==> src/hw/rtl/mme_pkg.sv <==
package mme_pkg;

	localparam int DEF_MAX_DIM   = 8;
	localparam int DEF_ELEM_BITS = 16;
	localparam int DIM_BITS      = 4;
	localparam int IN_IDX_BITS   = 3;
	localparam int VAL_BITS      = 16;
	localparam int SUM_BITS      = 35;
	localparam int ADDR_BITS     = 4;
	localparam logic [DIM_BITS-1:0] DIM_RESET = 4'd8;

	typedef enum logic [1:0] {
		FUNC_LOAD_A,
		FUNC_LOAD_B,
		FUNC_COMPUTE
	} func_t;

	typedef enum logic [1:0] {
		REG_ROWS_OF_A,
		REG_INNER_DIM,
		REG_COLS_OF_B
	} reg_t;

	typedef enum logic [1:0] {
		ST_IDLE,
		ST_RUN,
		ST_DRAIN,
		ST_EMIT
	} state_t;

	typedef struct packed {
		logic vld;
		logic first;
		logic last;
	} issue_t;

	typedef struct packed {
		logic a_we;
		logic b_we;
	} wen_t;

endpackage

==> src/hw/rtl/matrix_multiply_engine.sv <==
// channel   | dir | handshake                  | payload
// s         | in  | s_tvalid / s_tready        | s_tuser func, s_tdata row, col, value
// m         | out | m_tvalid / m_tready        | m_tdata row, col, dot sum; m_tlast
// apb       | in  | psel & penable & pwrite    | paddr, pwdata, prdata
//
// a load item is written to its store when accepted; loads outside the set dimensions are dropped
// a compute item is worked element by element on one shared multiply-accumulate:
// the accept, then per element n reads issued, the read and multiply pipeline
// draining, and the element held on m until it is taken
// s_tready is low from a compute item until its last element is taken
// arst_n clears control state only; the element stores are not cleared
module matrix_multiply_engine #(
	parameter int MAX_DIM   = mme_pkg::DEF_MAX_DIM,
	parameter int ELEM_BITS = mme_pkg::DEF_ELEM_BITS
) (
	input  logic                            clk,
	input  logic                            arst_n,
	input  logic                            s_tvalid,
	output logic                            s_tready,
	input  logic [23:0]                     s_tdata, // row_index, col_index, elem_value
	input  logic [1:0]                      s_tuser, // func
	output logic                            m_tvalid,
	input  logic                            m_tready,
	output logic [47:0]                     m_tdata, // out_row, out_col, dot_sum
	output logic                            m_tlast,
	input  logic                            psel,
	input  logic                            penable,
	input  logic                            pwrite,
	input  logic [mme_pkg::ADDR_BITS-1:0]   paddr,
	input  logic [31:0]                     pwdata,
	output logic [31:0]                     prdata,
	output logic                            pready
);

	import mme_pkg::*;

	localparam int IDX_W = $clog2(MAX_DIM);
	localparam int DEPTH = MAX_DIM * MAX_DIM;
	localparam int AW    = $clog2(DEPTH);

	logic [DIM_BITS-1:0]        rows_q;
	logic [DIM_BITS-1:0]        inner_q;
	logic [DIM_BITS-1:0]        cols_q;
	logic [IDX_W-1:0]           last_m;
	logic [IDX_W-1:0]           last_n;
	logic [IDX_W-1:0]           last_p;
	logic                       cfg_we;
	wen_t                       wen;
	issue_t                     issue;
	logic [AW-1:0]              wr_addr;
	logic [AW-1:0]              rd_a_addr;
	logic [AW-1:0]              rd_b_addr;
	logic [ELEM_BITS-1:0]       wdata;
	logic [ELEM_BITS-1:0]       a_rd;
	logic [ELEM_BITS-1:0]       b_rd;
	logic signed [SUM_BITS-1:0] acc;
	logic                       mac_done;
	logic [IN_IDX_BITS-1:0]     out_row;
	logic [IN_IDX_BITS-1:0]     out_col;
	logic                       out_last;

	function automatic logic [IDX_W-1:0] last_idx(input logic [DIM_BITS-1:0] d);
		int v;
		v = int'(d);
		if (v == 0) begin
			v = 1;
		end else if (v > MAX_DIM) begin
			v = MAX_DIM;
		end
		return IDX_W'(v - 1);
	endfunction

	assign pready = 1'b1;
	assign cfg_we = psel && penable && pwrite;

	always_ff @(posedge clk or negedge arst_n) begin
		if (!arst_n) begin
			rows_q  <= DIM_RESET;
			inner_q <= DIM_RESET;
			cols_q  <= DIM_RESET;
		end else if (cfg_we) begin
			unique case (reg_t'(paddr[3:2]))
				REG_ROWS_OF_A: rows_q  <= pwdata[DIM_BITS-1:0];
				REG_INNER_DIM: inner_q <= pwdata[DIM_BITS-1:0];
				REG_COLS_OF_B: cols_q  <= pwdata[DIM_BITS-1:0];
				default:       rows_q  <= rows_q;
			endcase
		end
	end

	always_comb begin
		unique case (reg_t'(paddr[3:2]))
			REG_ROWS_OF_A: prdata = 32'(rows_q);
			REG_INNER_DIM: prdata = 32'(inner_q);
			REG_COLS_OF_B: prdata = 32'(cols_q);
			default:       prdata = '0;
		endcase
	end

	assign last_m = last_idx(rows_q);
	assign last_n = last_idx(inner_q);
	assign last_p = last_idx(cols_q);
	assign wdata  = ELEM_BITS'(s_tdata[21:6]);

	mme_seq #(
		.MAX_DIM (MAX_DIM)
	) u_seq (
		.clk       (clk),
		.arst_n    (arst_n),
		.s_tvalid  (s_tvalid),
		.s_tready  (s_tready),
		.func      (s_tuser),
		.row_in    (s_tdata[2:0]),
		.col_in    (s_tdata[5:3]),
		.last_m    (last_m),
		.last_n    (last_n),
		.last_p    (last_p),
		.mac_done  (mac_done),
		.m_tready  (m_tready),
		.m_tvalid  (m_tvalid),
		.wen       (wen),
		.wr_addr   (wr_addr),
		.rd_a_addr (rd_a_addr),
		.rd_b_addr (rd_b_addr),
		.issue     (issue),
		.out_row   (out_row),
		.out_col   (out_col),
		.out_last  (out_last)
	);

	mme_store #(
		.DEPTH (DEPTH),
		.WIDTH (ELEM_BITS)
	) u_a_store (
		.clk   (clk),
		.we    (wen.a_we),
		.waddr (wr_addr),
		.wdata (wdata),
		.raddr (rd_a_addr),
		.rdata (a_rd)
	);

	mme_store #(
		.DEPTH (DEPTH),
		.WIDTH (ELEM_BITS)
	) u_b_store (
		.clk   (clk),
		.we    (wen.b_we),
		.waddr (wr_addr),
		.wdata (wdata),
		.raddr (rd_b_addr),
		.rdata (b_rd)
	);

	mme_mac #(
		.ELEM_BITS (ELEM_BITS)
	) u_mac (
		.clk    (clk),
		.arst_n (arst_n),
		.issue  (issue),
		.a_rd   (a_rd),
		.b_rd   (b_rd),
		.acc    (acc),
		.done   (mac_done)
	);

	assign m_tdata = {7'b0, acc, out_col, out_row};
	assign m_tlast = out_last;

	a_one_side: assert property (@(posedge clk) disable iff (!arst_n)
		!(s_tready && m_tvalid))
		else $error("input ready while a result is pending");

	a_compute_blocks: assert property (@(posedge clk) disable iff (!arst_n)
		(s_tvalid && s_tready && s_tuser == FUNC_COMPUTE) |=> !s_tready)
		else $error("compute item did not stall the input");

	a_emit_after_done: assert property (@(posedge clk) disable iff (!arst_n)
		$rose(m_tvalid) |-> $past(mac_done))
		else $error("result shown before accumulation finished");

	a_no_issue_idle: assert property (@(posedge clk) disable iff (!arst_n)
		s_tready |-> !issue.vld)
		else $error("multiply issued while idle");

endmodule

==> src/hw/rtl/mme_store.sv <==
module mme_store #(
	parameter int DEPTH = 64,
	parameter int WIDTH = 16
) (
	input  logic                     clk,
	input  logic                     we,
	input  logic [$clog2(DEPTH)-1:0] waddr,
	input  logic [WIDTH-1:0]         wdata,
	input  logic [$clog2(DEPTH)-1:0] raddr,
	output logic [WIDTH-1:0]         rdata
);

	logic [WIDTH-1:0] mem [DEPTH];

	always_ff @(posedge clk) begin
		if (we) begin
			mem[waddr] <= wdata;
		end
	end

	always_ff @(posedge clk) begin
		rdata <= mem[raddr];
	end

endmodule

==> src/hw/rtl/mme_mac.sv <==
module mme_mac #(
	parameter int ELEM_BITS = mme_pkg::DEF_ELEM_BITS
) (
	input  logic                               clk,
	input  logic                               arst_n,
	input  mme_pkg::issue_t                    issue,
	input  logic signed [ELEM_BITS-1:0]        a_rd,
	input  logic signed [ELEM_BITS-1:0]        b_rd,
	output logic signed [mme_pkg::SUM_BITS-1:0] acc,
	output logic                               done
);

	import mme_pkg::*;

	issue_t                        tag_s1;
	issue_t                        tag_s2;
	logic signed [2*ELEM_BITS-1:0] prod_s2;
	logic signed [SUM_BITS-1:0]    acc_q;
	logic                          done_q;

	always_ff @(posedge clk or negedge arst_n) begin
		if (!arst_n) begin
			tag_s1 <= '0;
			tag_s2 <= '0;
			done_q <= 1'b0;
		end else begin
			tag_s1 <= issue;
			tag_s2 <= tag_s1;
			done_q <= tag_s2.vld && tag_s2.last;
		end
	end

	always_ff @(posedge clk) begin
		prod_s2 <= a_rd * b_rd;
		if (tag_s2.vld) begin
			if (tag_s2.first) begin
				acc_q <= SUM_BITS'(prod_s2);
			end else begin
				acc_q <= acc_q + SUM_BITS'(prod_s2);
			end
		end
	end

	assign acc  = acc_q;
	assign done = done_q;

endmodule

==> src/hw/rtl/mme_seq.sv <==
module mme_seq #(
	parameter int MAX_DIM = mme_pkg::DEF_MAX_DIM
) (
	input  logic                                  clk,
	input  logic                                  arst_n,
	input  logic                                  s_tvalid,
	output logic                                  s_tready,
	input  logic [1:0]                            func,
	input  logic [mme_pkg::IN_IDX_BITS-1:0]       row_in,
	input  logic [mme_pkg::IN_IDX_BITS-1:0]       col_in,
	input  logic [$clog2(MAX_DIM)-1:0]            last_m,
	input  logic [$clog2(MAX_DIM)-1:0]            last_n,
	input  logic [$clog2(MAX_DIM)-1:0]            last_p,
	input  logic                                  mac_done,
	input  logic                                  m_tready,
	output logic                                  m_tvalid,
	output mme_pkg::wen_t                         wen,
	output logic [$clog2(MAX_DIM*MAX_DIM)-1:0]    wr_addr,
	output logic [$clog2(MAX_DIM*MAX_DIM)-1:0]    rd_a_addr,
	output logic [$clog2(MAX_DIM*MAX_DIM)-1:0]    rd_b_addr,
	output mme_pkg::issue_t                       issue,
	output logic [mme_pkg::IN_IDX_BITS-1:0]       out_row,
	output logic [mme_pkg::IN_IDX_BITS-1:0]       out_col,
	output logic                                  out_last
);

	import mme_pkg::*;

	localparam int IDX_W = $clog2(MAX_DIM);
	localparam int AW    = $clog2(MAX_DIM * MAX_DIM);

	state_t           state_q;
	state_t           state_d;
	logic [IDX_W-1:0] r_q;
	logic [IDX_W-1:0] c_q;
	logic [IDX_W-1:0] k_q;
	logic             accept;
	logic             row_in_a;
	logic             col_in_a;
	logic             row_in_b;
	logic             col_in_b;
	logic             c_end;
	logic             r_end;

	assign accept   = s_tvalid && s_tready;
	assign row_in_a = int'(row_in) <= int'(last_m);
	assign col_in_a = int'(col_in) <= int'(last_n);
	assign row_in_b = int'(row_in) <= int'(last_n);
	assign col_in_b = int'(col_in) <= int'(last_p);
	assign c_end    = c_q == last_p;
	assign r_end    = r_q == last_m;

	always_comb begin
		state_d = state_q;
		unique case (state_q)
			ST_IDLE: begin
				if (accept && func_t'(func) == FUNC_COMPUTE) begin
					state_d = ST_RUN;
				end
			end
			ST_RUN: begin
				if (k_q == last_n) begin
					state_d = ST_DRAIN;
				end
			end
			ST_DRAIN: begin
				if (mac_done) begin
					state_d = ST_EMIT;
				end
			end
			ST_EMIT: begin
				if (m_tready) begin
					state_d = (c_end && r_end) ? ST_IDLE : ST_RUN;
				end
			end
			default: state_d = ST_IDLE;
		endcase
	end

	always_comb begin
		s_tready    = 1'b0;
		m_tvalid    = 1'b0;
		wen         = '0;
		issue       = '0;
		unique case (state_q)
			ST_IDLE: begin
				s_tready = 1'b1;
				case (func_t'(func))
					FUNC_LOAD_A: wen.a_we = s_tvalid && row_in_a && col_in_a;
					FUNC_LOAD_B: wen.b_we = s_tvalid && row_in_b && col_in_b;
					default:     wen      = '0;
				endcase
			end
			ST_RUN: begin
				issue.vld   = 1'b1;
				issue.first = k_q == '0;
				issue.last  = k_q == last_n;
			end
			ST_EMIT: begin
				m_tvalid = 1'b1;
			end
			default: begin
				s_tready = 1'b0;
			end
		endcase
	end

	assign wr_addr   = AW'(int'(row_in) * MAX_DIM + int'(col_in));
	assign rd_a_addr = AW'(int'(r_q) * MAX_DIM + int'(k_q));
	assign rd_b_addr = AW'(int'(k_q) * MAX_DIM + int'(c_q));
	assign out_row   = IN_IDX_BITS'(r_q);
	assign out_col   = IN_IDX_BITS'(c_q);
	assign out_last  = c_end && r_end;

	always_ff @(posedge clk or negedge arst_n) begin
		if (!arst_n) begin
			state_q <= ST_IDLE;
			r_q     <= '0;
			c_q     <= '0;
			k_q     <= '0;
		end else begin
			state_q <= state_d;
			unique case (state_q)
				ST_IDLE: begin
					r_q <= '0;
					c_q <= '0;
					k_q <= '0;
				end
				ST_RUN: begin
					k_q <= (k_q == last_n) ? '0 : k_q + 1'b1;
				end
				ST_EMIT: begin
					if (m_tready) begin
						if (c_end) begin
							c_q <= '0;
							r_q <= r_q + 1'b1;
						end else begin
							c_q <= c_q + 1'b1;
						end
					end
				end
				default: begin
					k_q <= '0;
				end
			endcase
		end
	end

endmodule

==> config.mk <==
export PLATFORM = sky130hd
export DESIGN_NAME = matrix_multiply_engine
export DESIGN_NICKNAME = d
export VERILOG_FILES = /design/src/hw/rtl/mme_pkg.sv /design/src/hw/rtl/matrix_multiply_engine.sv /design/src/hw/rtl/mme_store.sv /design/src/hw/rtl/mme_mac.sv /design/src/hw/rtl/mme_seq.sv
export SDC_FILE = /design/constraint.sdc
export NUM_CORES = 2
export LEC_CHECK = 0
export BUFFER_PORTS_ARGS = -buffer_cell sky130_fd_sc_hd__buf_2
export CORE_MARGIN = 2
export CORE_UTILIZATION = 35
export CTS_BUF_LIST = sky130_fd_sc_hd__clkbuf_4 sky130_fd_sc_hd__clkbuf_8
export DETAILED_ROUTE_END_ITERATION = 8
export PLACE_DENSITY_LB_ADDON = 0.08
export SLEW_MARGIN = 10
export SYNTH_ARGS = -nofsm -noshare
export SYNTH_HDL_FRONTEND = slang
export SYNTH_SLANG_ARGS = --single-unit
==> constraint.sdc <==
create_clock -name clk -period 5.7 [get_ports clk]
set_input_delay 1.14 -clock clk [delete_from_list [all_inputs] [get_ports clk]]
set_output_delay 1.14 -clock clk [all_outputs]
set_load 0.01 [all_outputs]
# [Word-level counts from Yosys, hierarchy flattened]
# Memory sizes are Yosys's and may differ from the RTL's. A register that Yosys moved wholly into a read port is not among the register bits.
# Index checks and enable logic that the tools add are counted.
[classes] shifts=0 reduce_logical=24 n_bitwise=0 multipliers=1 n_eq_ne=15 magnitude_cmp=7 n_addsub=10 mux=32 div_mod_pow=0
[ops] operator="$mux W3" count=12
[ops] operator="$add A35 B32 Y35" count=1
[ops] operator="$mux W35" count=1
[ops] operator="$mul A16 B16 Y32" count=1
[ops] operator="$add A6 B3 Y6" count=3
[ops] operator="$pmux W3 S2" count=3
[ops] operator="$gt A4 B4 Y1 const B" count=3
[ops] operator="$le A3 B3 Y1" count=4
[ops] operator="$logic_not A4 Y1" count=3
[ops] operator="$pmux W4 S3" count=1
[ops] operator="$logic_and A1 B1 Y1" count=10
[ops] operator="$mux W2" count=5
[ops] operator="$add A3 B1 Y3 const B" count=3
[ops] operator="$eq A3 B3 Y1" count=3
[ops] operator="$mux W1" count=9
[ops] operator="$sub A3 B2 Y3 const B" count=3
[ops] operator="$eq A2 B2 Y1 const B" count=4
[ops] operator="$ne A2 B1 Y1 const B" count=4
[ops] operator="$pmux W2 S4" count=1
[ops] operator="$reduce_and A2 Y1" count=4
[ops] operator="$eq A2 B1 Y1 const B" count=3
[ops] operator="$logic_not A2 Y1" count=3
[ops] operator="$reduce_and A4 Y1" count=1
[ops] operator="$logic_not A3 Y1" count=1
[ops] operator="3 further kinds" count=3
[totals] romBits=0 regBits=97 wordCells=107 output_inout_bits=84 ramBits=2048 mem_count=2 latchBits=0
[mem_list] memory="u_a_store.mem" words=64 width=16 rd=1 rd_ports_with_merged_regs=1 write_ports=1 line="mme_store.sv:13" text="logic [WIDTH-1:0] mem [DEPTH];"
[mem_list] memory="u_b_store.mem" words=64 width=16 rd=1 rd_ports_with_merged_regs=1 write_ports=1 line="mme_store.sv:13"

# [Logic depth before layout (Yosys ltp)]
[logic_depth] depth_word=11 ltp_mapped=23

# [Cells and area by module]
# A second synthesis with hierarchy kept.
[unflattened] cells_unflattened=5389 hier_area_um2=96069.6
[by_module_without_submodules] module="mme_store" cells_each=1829 n_inst=2 seq_area_each_um2=31069.8 area_each_um2=40042.2
[by_module_without_submodules] module="mme_mac" cells_each=1490 n_inst=1 seq_area_each_um2=1866.8 area_each_um2=13773.2
[by_module_without_submodules] module="mme_seq" cells_each=140 n_inst=1 seq_area_each_um2=275.3 area_each_um2=1222.4
[by_module_without_submodules] module="matrix_multiply_engine" cells_each=101 n_inst=1 seq_area_each_um2=304.0 area_each_um2=989.7

# [Worst setup path before layout]
# OpenSTA, ideal clock, no wires.
[synth_timing] path_kind="reg-to-reg" startpoint="reg u_a_store.rdata[15] (read register of u_a_store.mem)" endpoint="reg u_mac.prod_s2[30]" arrival_time_ps=5877 path_slack_ps=-239 path_buffers=1 period_less_slack_ps=5939 stages_incl_launch_ff=21 cell_sequence="dfxtp_1 -> clkbuf_1 -> nand2_1 -> fa_1 -> fa_1 -> fa_1 -> inv_1 -> fa_1 -> fa_1 -> inv_1 -> fa_1 -> inv_1 -> ha_1 -> a21o_1 -> o21bai_1 -> a2111oi_0 -> a21oi_1 -> a21oi_1 -> o21ai_1 -> or4b_1 -> nand3_1"
[synth_via] elab_chain_len=1
[synth_rtl] element="from (decl)" line="mme_store.sv:10" text="output logic [WIDTH-1:0] rdata"
[synth_rtl] element="$mul A16 B16 Y32" line="mme_mac.sv:34" text="prod_s2 <= a_rd * b_rd;"
[synth_rtl] element="to (signal assigned)" line="mme_mac.sv:34"
[synth_rtl] element="to (decl)" line="mme_mac.sv:17" text="logic signed [2*ELEM_BITS-1:0] prod_s2;"
# No other way between the ends.
# A chain may end at the register's enable or synchronous reset.

# [Final worst setup path]
[layout_timing] startpoint="reg u_a_store.rdata[4] (read register of u_a_store.mem)" endpoint="reg u_mac.prod_s2[29]"
# Same word-level chain as after synthesis.

==> metrics.txt <==
WL/cell 28.03 um; Rows 190; largest net degree at the start of global routing roughly 120; Total GRT Usage a little under a fifth; Async SR Flop Fraction 1.378%; Tightest Pin Transition 1.150 ns; CTS Hold Bufs 0; initial antenna violation count 23; clock tree buffer depth 4; Final period util 101.5%; grt total ovfl 0; register area share after synthesis a little under 70%; final setup fails 5; worst hold path type in2async; CP max-delay cell fa_1; Final WS setup -0.08832 ns; Vias/cell slightly above 5; CP arrival 6.66 ns; violated checks setup timing; fraction of layout cells with a size suffix above 1 a little over a third; CTS root buf clkbuf_8; Syn Area/Cell 19.84 um^2; Worst Skew between 0.1 and 0.15 ns; DRC 0; cell mode on critical path fa_1; Critical Path RT 6.57 ns; crit-path cells buf_6 > and2_4 > fa_1 > fa_1 > fa_1 > fa_1 > fa_1 > inv_1 > fa_1 > inv_2 > ha_4 > a21o_1 > buf_4 > a221oi_4 > a31oi_4 > a311oi_4 > o21bai_1 > a21oi_2 > xnor2_1; gate count of the mapped netlist ~4800; crit end category register; port bufs 84; clock slew seen by the registers of the worst setup and hold paths 0.07 ns; # nets final 5871; WS Path Type reg2reg; Final Max Slew Viols 0; Tmin final 5.788 ns; wirelength, routed 258.9 mm; Multi-input gate area 28250 um^2; fillers 24200; CTS Buf Count between 300 and 400; area share of the largest cell type after synthesis 66.28%; Top Family by Delay on Critical Path adder cells; Post-synth EDFFs approximately 2100; Pre-antenna DRT Iters 5; RSZ-0062 raised after global routing yes; count of different cell masters after synthesis 64; critical path buffer and inverter count 4; MaxCap Viol Count 0; origin of the critical flop-to-flop path u_a_store.rdata[4]; post-synthesis register bit count approximately 2200; initial core utilization a little over a third; Slew HR 23.35%; die width ~520 um; main flop type after synthesis edfxtp_1; critical path's largest stage delay 0.59 ns; core footprint 268200 um^2; Ys Warns 0; dpl hpwl 157.6 mm; crit-path max FO 4; Synth area leaders edfxtp_1 66%, mux4_2 16%, fa_1 5.6%; Max Freq about 0.17 GHz; antenna viol nets, final 0; 1st-iter DRT viols 3637; Vias 47050; Setup WS pre-CTS -0.4848 ns; status complete, but fails checks; Die ar. 273800 um^2; Worst setup startpoint u_a_store.rdata[4]; number of global-route vias before repair ~50000; fin util 40.87%; Skew-Pair Late Insertion Delay 1.03 ns; Yosys top cell by area edfxtp_1; H-tree levels 5; Placer Congestion about 0.76; # IOs 153; Hold Fails Final Rpt 0; Num Clock Sinks 2177; CP Launch Type register; Die Height 523.3 um; first-pass GRT wire length 372.1 mm; FF+latch area ~65000 um^2; CTS tree yes; Mapped Area approximately 94000 um^2; Area Growth Syn to Fin 16.12%
## layout make-up
class | instances | share of cell area [%]
diodes | 9 | 0.02055
clock buffers | 528 | 5.866
clock inverters | 132 | 0.7980
inverters | 312 | 1.073
multi-input cells | 2055 | 25.78
flip-flops and latches | 2177 | 59.01
well taps | 3552 | 4.055
repair buffers | 473 | 3.406
## state kept, by name, indices dropped and copies added, names as in the netlist, 4 cells and up
signal	flops
cols_q	4
rows_q	4
u_a_store.rdata	16
inner_q	4
u_a_store.mem	1024
u_b_store.rdata	16
u_mac.acc	35
u_mac.prod_s2	32
u_b_store.mem	1024
## per-layer routing
layer | share of wire [%] | routed length, um | up-vias | GRT usage (%)
met1 | 45 | 116500 | 25630 | 26.70
met3 | 4.5 | 11740 | 317 | 2.952
met2 | 49 | 126500 | 1085 | 31.14
met4 | 1.6 | 4179 | 4 | 3.913
li1 | - | - | 20010 | -
met5 | 0.010 | 26 | - | 0
## cell usage after synthesis, drive strengths merged (6+ instances only)
| master | instances |
|---|---|
| a211oi | 11 |
| a21o | 26 |
| a21oi | 55 |
| a31oi | 7 |
| and2 | 136 |
| and3 | 9 |
| buf | 123 |
| clkbuf | 125 |
| dfrtp | 27 |
| dfxtp | 64 |
| edfxtp | 2083 |
| fa | 263 |
| ha | 139 |
| inv | 312 |
| mux2 | 16 |
| mux2i | 6 |
| mux4 | 672 |
| nand2 | 193 |
| nand2b | 18 |
| nand3 | 25 |
| nand4 | 7 |
| nor2 | 184 |
| nor2b | 13 |
| nor3 | 11 |
| nor3b | 7 |
| nor4 | 6 |
| o21a | 6 |
| o21ai | 74 |
| o21bai | 11 |
| o31ai | 10 |
| xnor2 | 54 |
| xor2 | 20 |
## placed cells by master (no fill, tap or decap), types with 16 or more instances in the layout
cell type and instances:
inv_1 301, fa_1 251, dfrtp_1 18, ha_1 127, and2_1 129, xor2_1 20, mux2_2 16, a21o_1 26
xnor2_1 53, buf_2 68, mux4_2 672, nand2b_1 17, a21oi_1 43, conb_1 36, nor2_2 102, nand2_1 187
buf_4 367, clkbuf_8 394, dfxtp_1 42, nand3_1 19, clkbuf_4 134, clkinv_2 32, edfxtp_1 2083, clkinv_1 76
o21ai_0 66, nor2_1 82, buf_12 23
## worst reg2reg max path, delay by kind of cell (launching register included)
family | cells | cell delay [ns]
adder cells (fa/ha/maj) | 7 | 3.30
buffers and inverters | 4 | 0.36
flip-flops | 1 | 0.36
AO/OA/AOI/OAI | 6 | 1.35
XOR/XNOR | 1 | 0.12
AND/OR/NAND/NOR | 1 | 0.15
## stage by stage
step | std cells | instance area [um^2] | hold WS, ns | setup TNS, ns
2_1_floorplan | 4792 | 94550 | 0.3312 | -0.001783
3_3_place_gp | 8559 | 101700 | 0.3319 | -3.010
6_report | 9238 | 109600 | 0.2099 | -0.2772
3_5_place_dp | 8559 | 101700 | 0.3358 | -2.818
5_1_grt | 9234 | 109600 | 0.2029 | -1.735
4_1_cts | 9226 | 109300 | 0.1389 | -0.5224
## cells by family after synthesis
family                     count (synthesis)  share of synthesized area (%)
and+or+nand+nor                          627                          3.158
xor gates and xnor gates                  74                         0.6867
AOI/OAI and AO/OA                        222                          1.444
adders and majority gates                402                          7.422
buffers and inverters                    560                          2.557
muxes                                    694                          16.29
other                                      2                       0.007957
DFF                                     2177                          68.43
## repair_timing
action,4_1_cts,5_1_grt
pin swaps,34,61
gates resized for setup,74,71
setup endpoints to repair,13,15
setup buffers,11,6
## path summary, 6_finish.rpt
path / endpoint / slack, ns / cells after the start
max: u_mac.prod_s2[29] / -0.09 / 19
min: u_seq.out_col[2] / 0.21 / 1
max reg2reg: u_mac.prod_s2[29] / -0.09 / 19
min reg2reg: u_mac.tag_s2[2] / 0.34 / 0
max in group asynchronous: u_seq.k_q[0] / 4.97 / 1
min in group clk: u_mac.tag_s2[2] / 0.34 / 0
Power is left out: the tool's default activity adds up to more than one toggle a clock period on the data nets, which glitch-free logic cannot reach.
